<file path="src/design/assert_macros.svh">
// Assertion macros shared by the line point walker RTL.
`ifndef ASSERT_MACROS_SVH
`define ASSERT_MACROS_SVH

`ifndef SYNTHESIS

// Check a property on every rising clk edge outside reset.
`define LPW_ASSERT(lbl, prop, msg) \
	lbl: assert property (@(posedge clk) disable iff (!arst_n) (prop)) else $error(msg);

// Check that a condition implies another in the same cycle.
`define LPW_ASSERT_IMPL(lbl, ante, cons, msg) \
	lbl: assert property (@(posedge clk) disable iff (!arst_n) (ante) |-> (cons)) \
		else $error(msg);

// Check that a condition implies another in the next cycle.
`define LPW_ASSERT_NEXT(lbl, ante, cons, msg) \
	lbl: assert property (@(posedge clk) disable iff (!arst_n) (ante) |=> (cons)) \
		else $error(msg);

`else

`define LPW_ASSERT(lbl, prop, msg)
`define LPW_ASSERT_IMPL(lbl, ante, cons, msg)
`define LPW_ASSERT_NEXT(lbl, ante, cons, msg)

`endif

`endif

</file>
<file path="src/design/lpw_pkg.sv">
// Shared constants and types of the line point walker.
`timescale 1ns / 1ps

package lpw_pkg;

	localparam int COORD_BITS_DEF = 16;
	localparam int OUT_BITS       = 16;
	localparam int CFG_IDX_BITS   = 3;

	localparam logic [CFG_IDX_BITS-1:0] REG_START_X = 3'd0;
	localparam logic [CFG_IDX_BITS-1:0] REG_START_Y = 3'd1;
	localparam logic [CFG_IDX_BITS-1:0] REG_END_X   = 3'd2;
	localparam logic [CFG_IDX_BITS-1:0] REG_END_Y   = 3'd3;

	typedef struct packed {
		logic [OUT_BITS-1:0] point_x;
		logic [OUT_BITS-1:0] point_y;
		logic                last;
	} lpw_point_t;

	typedef struct packed {
		logic main_valid;
		logic skid_valid;
	} lpw_buf_stat_t;

endpackage

</file>
<file path="src/design/lpw_if.sv">
// Valid/ready channel interfaces for step words and point words.
`timescale 1ns / 1ps

interface lpw_step_if;
	logic valid;
	logic ready;
	logic restart;

	modport source (output valid, output restart, input ready);
	modport sink (input valid, input restart, output ready);
endinterface

interface lpw_point_if;
	import lpw_pkg::*;

	logic                valid;
	logic                ready;
	logic [OUT_BITS-1:0] point_x;
	logic [OUT_BITS-1:0] point_y;
	logic                last;

	modport source (output valid, output point_x, output point_y, output last, input ready);
	modport sink (input valid, input point_x, input point_y, input last, output ready);
endinterface

</file>
<file path="src/design/lpw_out_buf.sv">
// Two-entry output buffer: a result register backed by a skid register.
`timescale 1ns / 1ps

module lpw_out_buf (
	input  logic                  clk,
	input  logic                  arst_n,
	input  logic                  push,
	input  lpw_pkg::lpw_point_t   wr_word,
	output lpw_pkg::lpw_buf_stat_t stat,
	output logic                  rd_valid,
	output lpw_pkg::lpw_point_t   rd_word,
	input  logic                  rd_ready
);
	import lpw_pkg::*;

	logic       main_valid_q;
	logic       skid_valid_q;
	lpw_point_t main_q;
	lpw_point_t skid_q;
	logic       pop;

	assign pop = main_valid_q && rd_ready;

	// The user must push only while the skid register is empty; this buffer does not enforce it.
	always_ff @(posedge clk or negedge arst_n) begin
		if (!arst_n) begin
			main_valid_q <= 1'b0;
			skid_valid_q <= 1'b0;
		end else if (pop) begin
			if (skid_valid_q) begin
				skid_valid_q <= 1'b0;
			end else begin
				main_valid_q <= push;
			end
		end else if (push) begin
			if (!main_valid_q) begin
				main_valid_q <= 1'b1;
			end else begin
				skid_valid_q <= 1'b1;
			end
		end
	end

	always_ff @(posedge clk) begin
		if (pop) begin
			if (skid_valid_q) begin
				main_q <= skid_q;
			end else if (push) begin
				main_q <= wr_word;
			end
		end else if (push) begin
			if (!main_valid_q) begin
				main_q <= wr_word;
			end else begin
				skid_q <= wr_word;
			end
		end
	end

	assign stat.main_valid = main_valid_q;
	assign stat.skid_valid = skid_valid_q;
	assign rd_valid        = main_valid_q;
	assign rd_word         = main_q;

endmodule

</file>
<file path="src/design/line_point_walker_core.sv">
// Top level of the line point walker: segment setup, stepping logic and output buffer.
`timescale 1ns / 1ps
`include "assert_macros.svh"

// Line point walker. Program the segment through the write port (index 0 start_x,
// 1 start_y, 2 end_x, 3 end_y, only the low COORD_BITS bits kept; other indexes are
// ignored). Every step word yields exactly one point word: the walk follows the axis
// with the larger span (Y on a tie), moves one pixel per word on that axis, and places
// the other coordinate at start + trunc(n * minor_span / major_span) using an exact
// remainder accumulator. The point that lands on the end coordinate of the major axis
// has last set, and the next step word begins the walk again; restart = 1 begins it
// at once. A register write also makes the next word start a fresh walk. Throughput
// is one point per clock while step ready stays high: the only per-point work is one
// add, compare and subtract on the remainder plus the coordinate increments. The point
// of each accepted step is registered in the output buffer. The segment setup (spans,
// axis choice, directions) is held in registers derived from the configuration, so step
// ready is held low by a wait register in the cycle after each write and out of reset. A
// two-word output buffer lets one more step in while a point waits to be taken.
module line_point_walker_core #(
	parameter int COORD_BITS = lpw_pkg::COORD_BITS_DEF
) (
	input  logic                            clk,
	input  logic                            arst_n,
	input  logic                            cfg_we,
	input  logic [lpw_pkg::CFG_IDX_BITS-1:0] cfg_idx,
	input  logic [COORD_BITS-1:0]           cfg_data,
	lpw_step_if.sink                        step,
	lpw_point_if.source                     point
);
	import lpw_pkg::*;

	localparam int CB = COORD_BITS;
	localparam int AB = COORD_BITS + 1;

	// Configuration registers.
	logic [CB-1:0] start_x_q, start_y_q, end_x_q, end_y_q;
	logic          cfg_hit;

	// Segment setup derived from the configuration.
	logic [CB-1:0] adx, ady;
	logic          follow_x;
	logic          follow_x_q, maj_down_q, min_neg_q;
	logic [CB-1:0] smaj_q, emaj_q, smin_q, span_maj_q, span_min_q;
	logic          cfg_wait_q;

	// Walk state.
	logic          walking_q;
	logic [CB-1:0] major_q, minor_q;
	logic [AB-1:0] rem_q;

	// Step datapath.
	logic          push;
	logic          begin_walk;
	logic [AB-1:0] rem_sum, rem_adv, rem_nxt;
	logic          carry;
	logic [CB-1:0] major_adv, minor_adv, major_nxt, minor_nxt;
	logic [CB-1:0] px, py;
	logic          last_nxt;
	logic [CB+OUT_BITS-1:0] px_ext, py_ext;
	lpw_point_t    wr_word;

	// Output buffer.
	lpw_buf_stat_t buf_stat;
	logic          rd_valid;
	lpw_point_t    rd_word;

	always_comb begin
		case (cfg_idx)
			REG_START_X: cfg_hit = cfg_we;
			REG_START_Y: cfg_hit = cfg_we;
			REG_END_X:   cfg_hit = cfg_we;
			REG_END_Y:   cfg_hit = cfg_we;
			default:     cfg_hit = 1'b0;
		endcase
	end

	always_ff @(posedge clk or negedge arst_n) begin
		if (!arst_n) begin
			start_x_q <= '0;
			start_y_q <= '0;
			end_x_q   <= '0;
			end_y_q   <= '0;
		end else if (cfg_we) begin
			case (cfg_idx)
				REG_START_X: start_x_q <= cfg_data;
				REG_START_Y: start_y_q <= cfg_data;
				REG_END_X:   end_x_q   <= cfg_data;
				REG_END_Y:   end_y_q   <= cfg_data;
				default:     ;
			endcase
		end
	end

	// Spans and axis choice; a tie follows Y.
	assign adx      = (end_x_q >= start_x_q) ? (end_x_q - start_x_q) : (start_x_q - end_x_q);
	assign ady      = (end_y_q >= start_y_q) ? (end_y_q - start_y_q) : (start_y_q - end_y_q);
	assign follow_x = adx > ady;

	// Refresh the setup every cycle; after a write it settles once these registers reload from the segment registers.
	always_ff @(posedge clk) begin
		follow_x_q <= follow_x;
		smaj_q     <= follow_x ? start_x_q : start_y_q;
		emaj_q     <= follow_x ? end_x_q : end_y_q;
		smin_q     <= follow_x ? start_y_q : start_x_q;
		span_maj_q <= follow_x ? adx : ady;
		span_min_q <= follow_x ? ady : adx;
		maj_down_q <= follow_x ? (end_x_q < start_x_q) : (end_y_q < start_y_q);
		min_neg_q  <= follow_x ? (end_y_q < start_y_q) : (end_x_q < start_x_q);
	end

	// Hold off steps while the setup registers catch up with the registers.
	always_ff @(posedge clk or negedge arst_n) begin
		if (!arst_n) begin
			cfg_wait_q <= 1'b1;
		end else begin
			cfg_wait_q <= cfg_we;
		end
	end

	assign step.ready = !buf_stat.skid_valid && !cfg_wait_q;
	assign push       = step.valid && step.ready;

	// Advance the remainder; a wrap past the major span moves the minor axis by one.
	assign rem_sum   = rem_q + {1'b0, span_min_q};
	assign carry     = rem_sum >= {1'b0, span_maj_q};
	assign rem_adv   = carry ? (rem_sum - {1'b0, span_maj_q}) : rem_sum;
	assign major_adv = maj_down_q ? (major_q - CB'(1)) : (major_q + CB'(1));
	assign minor_adv = carry ? (min_neg_q ? (minor_q - CB'(1)) : (minor_q + CB'(1))) : minor_q;

	assign begin_walk = step.restart || !walking_q;
	assign major_nxt  = begin_walk ? smaj_q : major_adv;
	assign minor_nxt  = begin_walk ? smin_q : minor_adv;
	assign rem_nxt    = begin_walk ? '0 : rem_adv;
	assign last_nxt   = major_nxt == emaj_q;

	always_ff @(posedge clk or negedge arst_n) begin
		if (!arst_n) begin
			walking_q <= 1'b0;
			major_q   <= '0;
			minor_q   <= '0;
			rem_q     <= '0;
		end else begin
			if (cfg_hit) begin
				walking_q <= 1'b0;
			end else if (push) begin
				walking_q <= !last_nxt;
			end
			if (push) begin
				major_q <= major_nxt;
				minor_q <= minor_nxt;
				rem_q   <= rem_nxt;
			end
		end
	end

	// Fit the coordinates to the 16-bit point fields: zero-extend or drop high bits.
	assign px     = follow_x_q ? major_nxt : minor_nxt;
	assign py     = follow_x_q ? minor_nxt : major_nxt;
	assign px_ext = {{OUT_BITS{1'b0}}, px};
	assign py_ext = {{OUT_BITS{1'b0}}, py};

	assign wr_word.point_x = px_ext[OUT_BITS-1:0];
	assign wr_word.point_y = py_ext[OUT_BITS-1:0];
	assign wr_word.last    = last_nxt;

	lpw_out_buf u_out_buf (
		.clk      (clk),
		.arst_n   (arst_n),
		.push     (push),
		.wr_word  (wr_word),
		.stat     (buf_stat),
		.rd_valid (rd_valid),
		.rd_word  (rd_word),
		.rd_ready (point.ready)
	);

	assign point.valid   = rd_valid;
	assign point.point_x = rd_word.point_x;
	assign point.point_y = rd_word.point_y;
	assign point.last    = rd_word.last;

	// The skid register only fills behind a waiting result.
	`LPW_ASSERT_IMPL(a_skid_behind_main, buf_stat.skid_valid, buf_stat.main_valid, "skid word without result word")
	// Any write on the register port, spare indexes included, blocks the next step while the setup refreshes.
	`LPW_ASSERT_NEXT(a_cfg_blocks_step, cfg_we, !step.ready, "step accepted before setup refreshed")
	// Mid-walk the remainder always stays below the major span.
	`LPW_ASSERT_IMPL(a_rem_in_range, walking_q && !cfg_wait_q, rem_q < {1'b0, span_maj_q}, "remainder out of range")

endmodule

</file>
<file path="src/flat_wrapper.sv">
// flat-port wrapper written by rule: the top's interface ports become plain ports
module line_point_walker_core_flat import lpw_pkg::*;
#(
	parameter int COORD_BITS = lpw_pkg::COORD_BITS_DEF
)
  (clk, arst_n, cfg_we, cfg_idx, cfg_data, step_valid, step_restart, step_ready, point_valid, point_point_x, point_point_y, point_last, point_ready);
  lpw_step_if step_i ();
  lpw_point_if point_i ();
  input  logic clk;
  input  logic arst_n;
  input  logic cfg_we;
  input  logic [lpw_pkg::CFG_IDX_BITS-1:0] cfg_idx;
  input  logic [COORD_BITS-1:0] cfg_data;
  input wire logic [$bits(step_i.valid)-1:0] step_valid;
  input wire logic [$bits(step_i.restart)-1:0] step_restart;
  output wire logic [$bits(step_i.ready)-1:0] step_ready;
  output wire logic [$bits(point_i.valid)-1:0] point_valid;
  output wire logic [$bits(point_i.point_x)-1:0] point_point_x;
  output wire logic [$bits(point_i.point_y)-1:0] point_point_y;
  output wire logic [$bits(point_i.last)-1:0] point_last;
  input wire logic [$bits(point_i.ready)-1:0] point_ready;
  assign step_i.valid = step_valid;
  assign step_i.restart = step_restart;
  assign step_ready = step_i.ready;
  assign point_valid = point_i.valid;
  assign point_point_x = point_i.point_x;
  assign point_point_y = point_i.point_y;
  assign point_last = point_i.last;
  assign point_i.ready = point_ready;
  line_point_walker_core #(.COORD_BITS(COORD_BITS)) u_core (.clk(clk), .arst_n(arst_n), .cfg_we(cfg_we), .cfg_idx(cfg_idx), .cfg_data(cfg_data), .step(step_i), .point(point_i));
endmodule
</file>
<file path="config.mk">
export PLATFORM = sky130hd
export DESIGN_NAME = line_point_walker_core_flat
export DESIGN_NICKNAME = d
export VERILOG_FILES = /design/src/design/lpw_pkg.sv /design/src/design/lpw_if.sv /design/src/design/lpw_out_buf.sv /design/src/design/line_point_walker_core.sv /design/src/flat_wrapper.sv
export VERILOG_INCLUDE_DIRS = /design/src /design/src/design
export SDC_FILE = /design/constraint.sdc
export NUM_CORES = 1
export LEC_CHECK = 0
export BUFFER_PORTS_ARGS = -buffer_cell sky130_fd_sc_hd__buf_2
export CAP_MARGIN = 20
export CORE_ASPECT_RATIO = 1.25
export CORE_MARGIN = 2
export CORE_UTILIZATION = 57
export DETAILED_ROUTE_END_ITERATION = 7
export GPL_TIMING_DRIVEN = 0
export PLACE_DENSITY = 0.83
export SYNTH_ARGS = -nofsm -noshare
export SYNTH_HDL_FRONTEND = slang
export SYNTH_SLANG_ARGS = --single-unit
</file>
<file path="constraint.sdc">
create_clock -name clk -period 5.4 [get_ports clk]
set_input_delay 1.08 -clock clk [delete_from_list [all_inputs] [get_ports clk]]
set_output_delay 1.08 -clock clk [all_outputs]
set_load 0.02 [all_outputs]
</file>
==> results of run 1 <==
-- per-layer routing --
layer | vias to the layer above | part of all wire | GRT usage
li1 | 7109 | - | -
met1 | 7378 | 0.36 | 0.391
met2 | 797 | 0.48 | 0.602
met3 | 246 | 0.077 | 0.0467
met4 | 0 | 0.085 | 0.258
met5 | - | 0 | 0
-- final timing paths --
kind | start | endpoint | slack, ns | depth (start not counted)
worst min-delay path | arst_n | u_core.start_y_q[14]$_DFFE_PN0P_ | 0.44 | 1
worst max register to register | u_core.end_y_q[0]$_DFFE_PN0P_ | u_core.smin_q[14]$_DFF_P_ | 0.03 | 28
max in group asynchronous | arst_n | u_core.cfg_wait_q$_DFF_PN1_ | 4.19 | 2
worst max-delay path | u_core.end_y_q[0]$_DFFE_PN0P_ | u_core.smin_q[14]$_DFF_P_ | 0.03 | 28
min in group clk | u_core.rem_q[15]$_DFFE_PN0P_ | u_core.rem_q[15]$_DFFE_PN0P_ | 0.49 | 2
worst min register to register | u_core.rem_q[15]$_DFFE_PN0P_ | u_core.rem_q[15]$_DFFE_PN0P_ | 0.49 | 2
-- stage by stage --
| stage | instances | TNS, ns | util | hold slack (ns) |
|---|---|---|---|---|
| final | 2454 | 0 | 0.655 | 0.438 |
| after global routing | 2454 | -2.17 | 0.655 | 0.477 |
| after CTS | 2448 | 0 | 0.648 | 0.451 |
| after detailed placement | 2392 | -53.46 | 0.606 | 0.479 |
| after global placement | 2391 | -46.48 | 0.604 | 0.465 |
| after floorplan | 1931 | 0 | - | 0.442 |
-- final cells by class --
| cell class | instances | area (um2) | share of cell area |
|---|---|---|---|
| clock buffer | 34 | 797 | 0.0404 |
| tap | 401 | 502 | 0.0255 |
| timing repair buffer | 72 | 432 | 0.0219 |
| inverter | 131 | 492 | 0.0249 |
| buffer | 96 | 538 | 0.0273 |
| multi-input combinational | 1437 | 10100 | 0.512 |
| clock inverter | 17 | 295 | 0.0150 |
| sequential | 266 | 6570 | 0.333 |
-- cell usage in the layout (no fill, tap or decap), drive strengths merged, types with 31 or more instances in the layout --
cell type  synthesis  layout
a21o              47      47
nand3             31      31
o31ai             57      57
mux2              32      32
nand2            255     255
edfxtp            66      66
nor2              86      86
buf               22     100
o21ai            205     205
dfrtp            116     116
clkbuf            75     102
dfxtp             83      83
a21oi            121     121
xor2              45      45
mux2i             45      45
ha               138     138
xnor2             53      53
inv              131     136
-- worst max-delay path, delay by kind of cell, from the launching register on --
kind / cells / cell delay (ns)
AOI/OAI and AO/OA: 15 / 2.44
xor gates and xnor gates: 1 / 0.36
buffers and inverters: 7 / 0.97
adders and majority gates: 3 / 0.88
DFF: 1 / 0.43
and+or+nand+nor: 2 / 0.13
-- cells by family after synthesis --
group / Yosys count
fa+ha+maj: 146
mux: 77
buf+inv: 228
compound gates: 614
flops: 266
xor+xnor: 99
simple gates: 501
-- repair_timing --
item,CTS,global route
pin swaps,7,13
setup buffers,5,7
setup endpoints to repair,109,176
resized for setup,36,58
==> out/results.txt, run 1 <==
Antenna diode count: 0. The total global routing overflow was 0; the worst clock skew was 0.0406 ns. The number of remaining DRC errors came out at 0. The maximum operating frequency is 0.186 GHz.

Dominant combinational cell family by area after synthesis: compound AO/OA/AOI/OAI gates. Fraction of synthesized cell area taken by the top area cell type: 0.167. Parity-gate share of the synthesized area counting xor and xnor cells: 0.0506. The fraction of synthesized area in multiplexers came out at 0.0466. The period utilization is 0.994. For the pin with the worst max-slew slack, the measured transition is 1.02 ns.

The run gives 2400 as the layout filler cell count. The cell sitting at the root of the clock tree is a sky130_fd_sc_hd__clkbuf_16. The first global-routing pass estimated 85300 um of wire. The average size of a mapped cell was 9.01 um2; the number of antenna violations at the first check in global routing was 0. The routed layout has 15500 vias. Counting flops with a built-in enable in the synthesized netlist gives 66. The share of synthesized cell area in full adder, half adder and majority cells was 0.108; the final max-slew violation count was 0. Sorting the synthesized cells by how often they occur yields sky130_fd_sc_hd__nand2_1 (254), sky130_fd_sc_hd__o21ai_0 (198), sky130_fd_sc_hd__ha_1 (138).

After layout, the minimum clock period comes to 5.37 ns. Worst hold path class: in2async. The proportion of register bits with asynchronous set or reset after synthesis was 0.440. In this run the cell area measured after placement is 0.0182 mm2.

In this run, distinct cell masters in the synthesized netlist total 94. Final weighted congestion in routability-driven placement: 1.07. The logs give 56100 um for the routed wire length and 0 for the count of hold-fix buffers inserted at cts. For the post-layout worst setup margin, the log shows 0.0330 ns. After clock tree synthesis, the clock-pin slew on the worst setup and hold paths is 0.06 ns. The slowest stage of the critical path is the sky130_fd_sc_hd__dfrtp_1 cell. Summing every instance area after synthesis gives 0.0174 mm2. The run gives 0.0197 mm2 as the post-route standard cell area excluding fillers. The flow ran to the end, and the final reports show no timing, DRC or antenna violations.

The start-to-end type of the worst setup path is reg2reg. The synthesized design spends more area on one cell type than any other, namely sky130_fd_sc_hd__dfrtp_1. The remaining max-slew budget at the tightest pin was 0.320; the final net count was 2203.

The tools report the count of maximum capacitance violations as 0. Setup repair after global routing could not meet its margin everywhere. For the number of search-and-repair iterations in the first detailed-routing pass, the log shows 8. Row generation in the floorplan step produced 71 rows. For this design, the sink count on the clock tree is 266.

The largest single stage delay on the critical path is 0.43 ns. 60 I/O pins were placed. The largest net degree at the start of global routing is 70, and the critical-path maximum fanout is 10.

In the final routed layout, each cell accounts on average for 22.9 um. Once detail routing completed, the nets flagged for antenna violations numbered 0. The clock latency on the worst-skew pair is 0.60 ns.

For the floorplan core area, the log shows 0.0301 mm2. The synthesized-area fraction occupied by and/or/nand/nor cells is 0.131, and the vertical extent of the die is 199 um. When the netlist entered floorplanning its net count stood at 2102. The longest clock path from root to sink contains 3 buffers. The area growth from synthesis to layout works out to 13.3%. Data arrives at the worst endpoint at 5.81 ns. Detailed placement ended at an HPWL of 43200 um.

The tools report the number of global-route vias before repair as 15400. Yosys instantiated no cell more often than sky130_fd_sc_hd__nand2_1. At the worst endpoint, the required time is 5.84 ns.

The startpoint kind of the worst setup timing path is a flip-flop. The run gives 0.578 as the initial cell density of the core. For this run, the leading register cell type out of synthesis is sky130_fd_sc_hd__dfrtp_1. The final count of hold timing violations was 0. For this run, the number of Yosys warnings is 0. Sorting the synthesized cells by area gives the leading types as sky130_fd_sc_hd__dfrtp_1 (17%), sky130_fd_sc_hd__edfxtp_1 (11%), sky130_fd_sc_hd__ha_1 (9.9%). The tools report the gate count of the mapped netlist as 1931. The post-synthesis compound-gate area fraction was 0.229. The die covers 0.0319 mm2. TritonCTS built the clock tree. Setup violations remaining at the end of the flow were counted as 0.

The logs give 1304 for the starting DRC count in detailed routing and 0.378 for the register area share after synthesis. For the H-tree depth, the log shows 1. Fraction of final layout cells sized beyond drive strength 1: 0.127. The tools report the category of the worst setup path capture point as a flip-flop. In this run, CTS created clock tree buffers numbering 28. The detail-routed via count per cell was 6.33; the die width was 160 um. Port buffering added 59 buffers. The number of flip-flops and latches in the synthesized netlist works out to 266. The overall fraction of global-route tracks in use was 0.347.

The post-placement worst setup slack was -0.974 ns.
Power of run 1 is left out: the tool's default activity adds up to more than one toggle a clock period on the data nets, which glitch-free logic cannot reach.
==> run 2, diff against run 1 <==
--- a/config.mk
+++ b/config.mk
@@ -13,7 +13,7 @@
 export CORE_UTILIZATION = 57
 export DETAILED_ROUTE_END_ITERATION = 7
 export GPL_TIMING_DRIVEN = 0
-export PLACE_DENSITY = 0.83
+export PLACE_DENSITY = 0.77
 export SYNTH_ARGS = -nofsm -noshare
 export SYNTH_HDL_FRONTEND = slang
 export SYNTH_SLANG_ARGS = --single-unit
==> out/results.txt, run 2 (synthesis gave the netlist of run 1 again) <==
The count of hold-fix buffers inserted at cts is 0 (unchanged), and the average wire per cell in the routed design is 22.6 um (-1.1%). TritonCTS built the clock tree. The met3 layer usage reported by global route is 0.0376 (-0.00913). The overall fraction of global-route tracks in use is 0.345 (-0.00103).

The fraction of final layout cells sized beyond drive strength 1 was 0.139 (+0.0123). The library cell used most frequently in the layout, excluding fill and tap cells, is sky130_fd_sc_hd__nand2_1. The floorplan core area is 0.0301 mm2 (unchanged). The run gives 1 (unchanged) as the H-tree depth. For the placed wire-length estimate after detailed placement, the log shows 42400 um (-1.9%). Startpoint kind of the worst setup timing path: a flip-flop.

The logs give 0.578 (unchanged) for the initial cell density of the core and 60 (unchanged) for the count of pins on the block boundary. The detail-routed via count per cell works out to 6.30 (-0.45%). The vertical extent of the die was 199 um (unchanged); the fraction of met2 tracks used by global routing was 0.584 (-0.0184). The die width was 160 um (unchanged); the global-route wire length before repair was 85100 um (-0.22%).

The layout filler cell count is 2409 (+0.38%), and the number of search-and-repair iterations in the first detailed-routing pass is 5 (-3). For the post-layout worst setup margin, the log shows 0.152 ns (+0.119 ns). Start-to-end type of the worst setup path: reg2reg.

The post-placement worst setup slack came out at -1.05 ns (-0.0710 ns). The tightest min-delay check is of the in2async type. The run gives 0 (unchanged) as the final count of hold timing violations.

The critical-path maximum fanout works out to 10 (unchanged). For the register area, the log shows 0.00657 mm2 (unchanged). Transition at the pin with the smallest max-transition slack: 1.08 ns (+0.0605 ns). The logs give 0.0198 mm2 (+0.29%) for the post-route standard cell area excluding fillers and 15500 (+0.077%) for the total number of vias.

The critical path data arrival time was 5.55 ns (-0.26 ns). The run gives 0 (unchanged) as the final count of negative-setup-slack endpoints. The final max-slew violation count was 0 (unchanged); the remaining max-slew budget at the tightest pin was 0.281 (-0.0386).

For the starting DRC count in detailed routing, the log shows 1508 (+16%). The number of global-route vias before repair is 15100 (-1.7%), and the area growth from synthesis to layout is 13.6%. The busiest layer in global routing is met2. CTS clock-pin slew for the worst setup and hold paths: 0.07 ns (about the same).

The largest net degree at the start of global routing came out at 68 (-2.9%). The number of clock sinks was 266 (unchanged). STA classifies the critical path endpoint as a flip-flop. The logs give 0.0319 mm2 (unchanged) for the overall die area and 0.191 GHz (+2.3%) for the maximum operating frequency. The final net count was 2216 (+0.59%). Period utilization: 0.972 (-0.0221). The tools report the minimum hold slack as 0.483 ns (+0.0458 ns). The logs give 0 (unchanged) for the antenna diode count and 5.70 ns (-0.14 ns) for the data required time at the worst endpoint. The run gives 1.03 (-3.8%) as the final weighted congestion in routability-driven placement. The number of remaining DRC errors was 0 (unchanged). The number of antenna violations at the first check in global routing is 1 (+1), and the global-route met1 utilization is 0.407 (+0.0154). The flow ran to the end, and the final reports show no timing, DRC or antenna violations. The maximum number of buffers from clock root to sink came out at 3 (unchanged). For the placed cell area, the log shows 0.0183 mm2 (+0.11%). The routed wire length was 55800 um (-0.55%); the number of rows in the core area was 71 (unchanged).

The top cell types in the final layout, fill and taps aside, are sky130_fd_sc_hd__nand2_1 (252), sky130_fd_sc_hd__o21ai_0 (178), sky130_fd_sc_hd__ha_1 (138), sky130_fd_sc_hd__inv_1 (129). The CTS buffer count is 27 (-3.6%). CTS placed an instance of sky130_fd_sc_hd__clkbuf_16 at the clock tree root.

The post-route minimum period works out to 5.25 ns (-0.119 ns). The area of combinational cells with multiple inputs is 0.0102 mm2 (+0.68%). Count of maximum capacitance violations: 0 (unchanged).

The logs give 0 (unchanged) for the total global routing overflow and 0.58 ns (-0.02 ns) for the clock latency on the worst-skew pair. The worst clock skew was 0.0159 ns (-0.0247 ns); the count of nets left with antenna violations after detail routing was 0 (unchanged). The number of port buffers is 59 (unchanged).
==> run 2: what timing repair did <==
item,4_1_cts,5_1_grt
setup buffers,9,17
pin swaps,4,18
endpoints found under the setup margin,92,155
resized for setup,33,91
==> run 2: cell type report <==
type	instances	area share
Clock inverter	18	0.0108
Buffer	94	0.0284
Multi-Input combinational cell	1437	0.514
Clock buffer	32	0.0361
Tap cell	401	0.0254
Timing Repair Buffer	88	0.0284
Sequential cell	266	0.332
Inverter	131	0.0249
==> run 2: path summary, 6_finish.rpt <==
check	cells after the start	end	slack (ns)	start
max	21	u_core.u_out_buf.rd_word[2]$_DFFE_PP_	0.15	u_core.rem_q[1]$_DFFE_PN0P_
min	1	u_core.rem_q[6]$_DFFE_PN0P_	0.48	arst_n
max reg2reg	21	u_core.u_out_buf.rd_word[2]$_DFFE_PP_	0.15	u_core.rem_q[1]$_DFFE_PN0P_
min reg2reg	2	u_core.rem_q[15]$_DFFE_PN0P_	0.49	u_core.rem_q[15]$_DFFE_PN0P_
max in group asynchronous	2	u_core.major_q[5]$_DFFE_PN0P_	4.17	arst_n
min in group clk	2	u_core.rem_q[15]$_DFFE_PN0P_	0.49	u_core.rem_q[15]$_DFFE_PN0P_
==> run 2: metal layers <==
metal	up-vias	routed length, um
met5	-	12
met4	2	4940
met1	7375	20900
li1	7149	-
met3	218	3760
met2	798	26100
==> run 2: through the flow <==
step,std cells,util,setup TNS (ns)
after floorplan,1931,-,0
after global placement,2391,0.604,-57.93
after detailed placement,2393,0.607,-58.68
after CTS,2452,0.642,0
after global routing,2467,0.656,-0.738
final,2467,0.656,0
==> run 2: worst max-delay path, stage by stage, from the launching register on <==
cell	delay, ns
sky130_fd_sc_hd__dfrtp_1	0.41
sky130_fd_sc_hd__ha_1	0.30
sky130_fd_sc_hd__a21o_1	0.18
sky130_fd_sc_hd__a21o_1	0.21
sky130_fd_sc_hd__a211oi_1	0.40
sky130_fd_sc_hd__o31ai_1	0.21
sky130_fd_sc_hd__o22a_1	0.27
sky130_fd_sc_hd__a21oi_1	0.19
sky130_fd_sc_hd__xnor2_1	0.18
sky130_fd_sc_hd__ha_1	0.33
sky130_fd_sc_hd__and3_1	0.18
sky130_fd_sc_hd__nand4_1	0.12
sky130_fd_sc_hd__nor2_1	0.06
sky130_fd_sc_hd__o31ai_1	0.06
sky130_fd_sc_hd__nand3_1	0.23
sky130_fd_sc_hd__a41oi_2	0.32
sky130_fd_sc_hd__and2_1	0.17
sky130_fd_sc_hd__buf_2	0.23
sky130_fd_sc_hd__buf_4	0.25
sky130_fd_sc_hd__a21oi_1	0.13
sky130_fd_sc_hd__a211oi_4	0.38
sky130_fd_sc_hd__o31ai_1	0.16
Power of run 2 is left out for the same reason.
==> run 3, diff against run 2 <==
--- a/config.mk
+++ b/config.mk
@@ -6,6 +6,7 @@
 export SDC_FILE = /design/constraint.sdc
 export NUM_CORES = 1
 export LEC_CHECK = 0
+export ABC_AREA = 1
 export BUFFER_PORTS_ARGS = -buffer_cell sky130_fd_sc_hd__buf_2
 export CAP_MARGIN = 20
 export CORE_ASPECT_RATIO = 1.25
==> out/results.txt, run 3 <==
The run finished with clean final reports. By instance count, the leading cell after synthesis is sky130_fd_sc_hd__nand2_1. Number of flip-flops and latches in the synthesized netlist: 266 (unchanged).

Overall die area: 0.0331 mm2 (+3.5%). The most common library cell in the layout ignoring fill and taps was sky130_fd_sc_hd__nand2_1. The data required time at the worst endpoint was 5.79 ns (+0.09 ns). Register area: 0.00657 mm2 (unchanged). The number of remaining DRC errors is 0 (unchanged), and the average size of a mapped cell is 7.36 um2 (-18%). Of all cell types, the one taking the most synthesized area is sky130_fd_sc_hd__dfrtp_1. The total global routing overflow came out at 0 (unchanged). The run gives 0.0297 ns (+0.0138 ns) as the worst clock skew.

The maximum number of buffers from clock root to sink came out at 3 (unchanged). The sum of met3 wire segment lengths after detailed routing came out at 3590 um (-4.5%). The run gives 0 (unchanged) as the count of hold-fix buffers inserted at cts. The most used flip-flop cell after synthesis is sky130_fd_sc_hd__dfrtp_1. The run gives 0 ns (unchanged) as the final-layout setup total negative slack. The number of distinct library cell variants in the gate-level netlist after synthesis is 59 (-37%), and the number of global-route vias before repair is 16500 (+9.3%). The layout filler cell count is 2775 (+15%), and the final count of hold timing violations is 0 (unchanged).

The detail-routed via count per cell works out to 5.72 (-9.1%). By area the synthesized netlist is led by sky130_fd_sc_hd__dfrtp_1 (16%), sky130_fd_sc_hd__nand2_1 (14%), sky130_fd_sc_hd__edfxtp_1 (11%). The vertical extent of the die is 203 um (+1.7%), and the CTS buffer count is 27 (unchanged). The logs give 0 (unchanged) for the count of nets left with antenna violations after detail routing and 0.0189 mm2 (+3.3%) for the placed cell area. The start-to-end type of the worst setup path is reg2reg.

For the global-route wire length before repair, the log shows 88300 um (+3.7%). The worst setup path is captured at a flip-flop. The final weighted congestion in routability-driven placement is 1.06 (+3.1%), and the final max-slew violation count is 0 (unchanged). The tools report the remaining max-slew budget at the tightest pin as 0.340 (+0.0590). The proportion of register bits with asynchronous set or reset after synthesis was 0.440 (unchanged). Die width: 163 um (+1.7%). CTS placed an instance of sky130_fd_sc_hd__clkbuf_16 at the clock tree root. The final count of negative-setup-slack endpoints was 0 (unchanged).

Setup repair after global routing left no endpoint under its margin. The placed wire-length estimate after detailed placement was 45700 um (+7.6%); the fraction of final layout cells sized beyond drive strength 1 was 0.0821 (-0.0568). The CTS clock-pin slew for the worst setup and hold paths came out at 0.06 ns (about the same).

The run gives 92 (+35%) as the largest net degree at the start of global routing. Antenna diode count: 0 (unchanged). TritonCTS built the clock tree. The area growth from synthesis to layout was 10.0%; the total routed wire length on the met1 layer was 22300 um (+6.3%). The minimum hold slack is 0.399 ns (-0.0845 ns). The transition at the pin with the smallest max-transition slack works out to 0.988 ns (-0.0907 ns). The tools report the count of maximum capacitance violations as 0 (unchanged). Number of enable flip-flop cells after synthesis: 66 (unchanged).

The tools report the count of pins on the block boundary as 60 (unchanged). The commonest cells after synthesis are sky130_fd_sc_hd__nand2_1 (681), sky130_fd_sc_hd__inv_1 (325), sky130_fd_sc_hd__o21ai_0 (202). The tools report the starting DRC count in detailed routing as 1480 (-1.9%). The tightest min-delay check is of the in2async type. The fraction of synthesized cell area taken by the top area cell type was 0.161 (-0.00577); the register area share after synthesis was 0.365 (-0.0131). The post-route minimum period was 5.26 ns (+0.0121 ns); the number of antenna violations at the first check in global routing was 1 (unchanged). The gate count of the mapped netlist came out at 2449 (+27%). The critical path data arrival time is 5.65 ns (+0.10 ns). The worst setup path is launched from a flip-flop.

The number of port buffers is 59 (unchanged), and the count of synthesis-stage warnings from yosys is 0 (unchanged). The floorplan core area was 0.0311 mm2 (+3.2%); the post-route standard cell area excluding fillers was 0.0198 mm2 (+0.32%). The number of search-and-repair iterations in the first detailed-routing pass was 6 (+1). The post-synthesis net count is 2620 (+25%), and the number of rows in the core area is 72 (+1.4%). The area of combinational cells with multiple inputs is 0.00986 mm2 (-2.8%), and the critical-path maximum fanout is 10 (unchanged).

The run gives 0.57 ns (about the same) as the clock latency on the worst-skew pair. The highest signal layer in the routed design was met4. In the layout the commonest cells are sky130_fd_sc_hd__nand2_1 (681), sky130_fd_sc_hd__inv_1 (325), sky130_fd_sc_hd__o21ai_0 (202), sky130_fd_sc_hd__a21oi_1 (149), sky130_fd_sc_hd__nand3_1 (145). The total number of vias was 17000 (+9.2%); the average wire per cell in the routed design was 19.1 um (-16%). The final net count was 2709 (+22%); the routed wire length was 56600 um (+1.4%). The maximum operating frequency was 0.190 GHz (-0.23%); the met2 wirelength from detailed routing was 26700 um (+2.0%). The area of the mapped netlist was 0.0180 mm2 (+3.6%); the number of clock sinks was 266 (unchanged). The period utilization was 0.974 (+0.00223). Overall fraction of global-route tracks in use: 0.345 (about the same). The initial cell density of the core came out at 0.580 (+0.00212).

The H-tree depth was 1 (unchanged).
run 3: layout make-up:
| cell class | count | area share |
|---|---|---|
| Buffer | 76 | 0.0179 |
| Clock buffer | 39 | 0.0401 |
| Clock inverter | 10 | 0.00776 |
| Inverter | 333 | 0.0633 |
| Multi-Input combinational cell | 1774 | 0.497 |
| Sequential cell | 266 | 0.331 |
| Tap cell | 407 | 0.0257 |
| Timing Repair Buffer | 60 | 0.0166 |
run 3: what timing repair did:
| action | in CTS | in global routing |
|---|---|---|
| setup buffers | 0 | 0 |
| setup endpoints to repair | 0 | 7 |
| gates resized for setup | 0 | 6 |
run 3: cell families after synthesis:
group / share of synthesized area
xor+xnor: 0.0390
flops: 0.365
simple gates: 0.252
mux: 0.00347
compound gates: 0.147
buf+inv: 0.0891
fa+ha+maj: 0.105
run 3: final timing paths:
check / start / end / slack (ns) / cells past startpoint
worst max-delay path: u_core.start_y_q[0]$_DFFE_PN0P_ / u_core.smaj_q[15]$_DFF_P_ / 0.14 / 26
worst min-delay path: arst_n / u_core.rem_q[9]$_DFFE_PN0P_ / 0.40 / 1
worst max register to register: u_core.start_y_q[0]$_DFFE_PN0P_ / u_core.smaj_q[15]$_DFF_P_ / 0.14 / 26
worst min register to register: u_core.rem_q[4]$_DFFE_PN0P_ / u_core.rem_q[4]$_DFFE_PN0P_ / 0.49 / 2
max in group asynchronous: arst_n / u_core.end_y_q[12]$_DFFE_PN0P_ / 4.24 / 2
min in group clk: u_core.rem_q[4]$_DFFE_PN0P_ / u_core.rem_q[4]$_DFFE_PN0P_ / 0.49 / 2
run 3: worst max-delay path: stages, from the launching register on:
cell,delay (ns)
sky130_fd_sc_hd__dfrtp_1,0.52
sky130_fd_sc_hd__ha_1,0.26
sky130_fd_sc_hd__inv_1,0.09
sky130_fd_sc_hd__fa_1,0.45
sky130_fd_sc_hd__nand2_2,0.11
sky130_fd_sc_hd__nand2_2,0.07
sky130_fd_sc_hd__a21oi_4,0.16
sky130_fd_sc_hd__o21bai_2,0.11
sky130_fd_sc_hd__a21boi_4,0.27
sky130_fd_sc_hd__nand2_4,0.11
sky130_fd_sc_hd__inv_2,0.19
sky130_fd_sc_hd__nand2_1,0.09
sky130_fd_sc_hd__nand2_1,0.07
sky130_fd_sc_hd__nor2_1,0.04
sky130_fd_sc_hd__nor2_1,0.33
sky130_fd_sc_hd__ha_1,0.30
sky130_fd_sc_hd__nand2_1,0.08
sky130_fd_sc_hd__inv_1,0.04
sky130_fd_sc_hd__nand3_1,0.10
sky130_fd_sc_hd__nor2_1,0.09
sky130_fd_sc_hd__nand2_1,0.07
sky130_fd_sc_hd__o2111ai_1,0.10
sky130_fd_sc_hd__nand2_1,0.18
sky130_fd_sc_hd__clkbuf_1,0.42
sky130_fd_sc_hd__buf_2,0.36
sky130_fd_sc_hd__nand2_1,0.08
sky130_fd_sc_hd__o21ai_0,0.33
run 3: metal layers:
metal / track usage / up-vias
met5: 0 / -
met4: 0.212 / 0
met3: 0.0404 / 200
met2: 0.584 / 679
met1: 0.420 / 7924
li1: - / 8169
run 3: through the flow:
step                worst slack (ns)  utilization  cells
finish                         0.140        0.638   2965
global route                  0.0134        0.638   2965
CTS                            0.162        0.638   2965
detailed placement             0.196        0.607   2916
global placement               0.148        0.606   2915
floorplan                       1.64            -   2449
Power of run 3 is left out for the same reason.
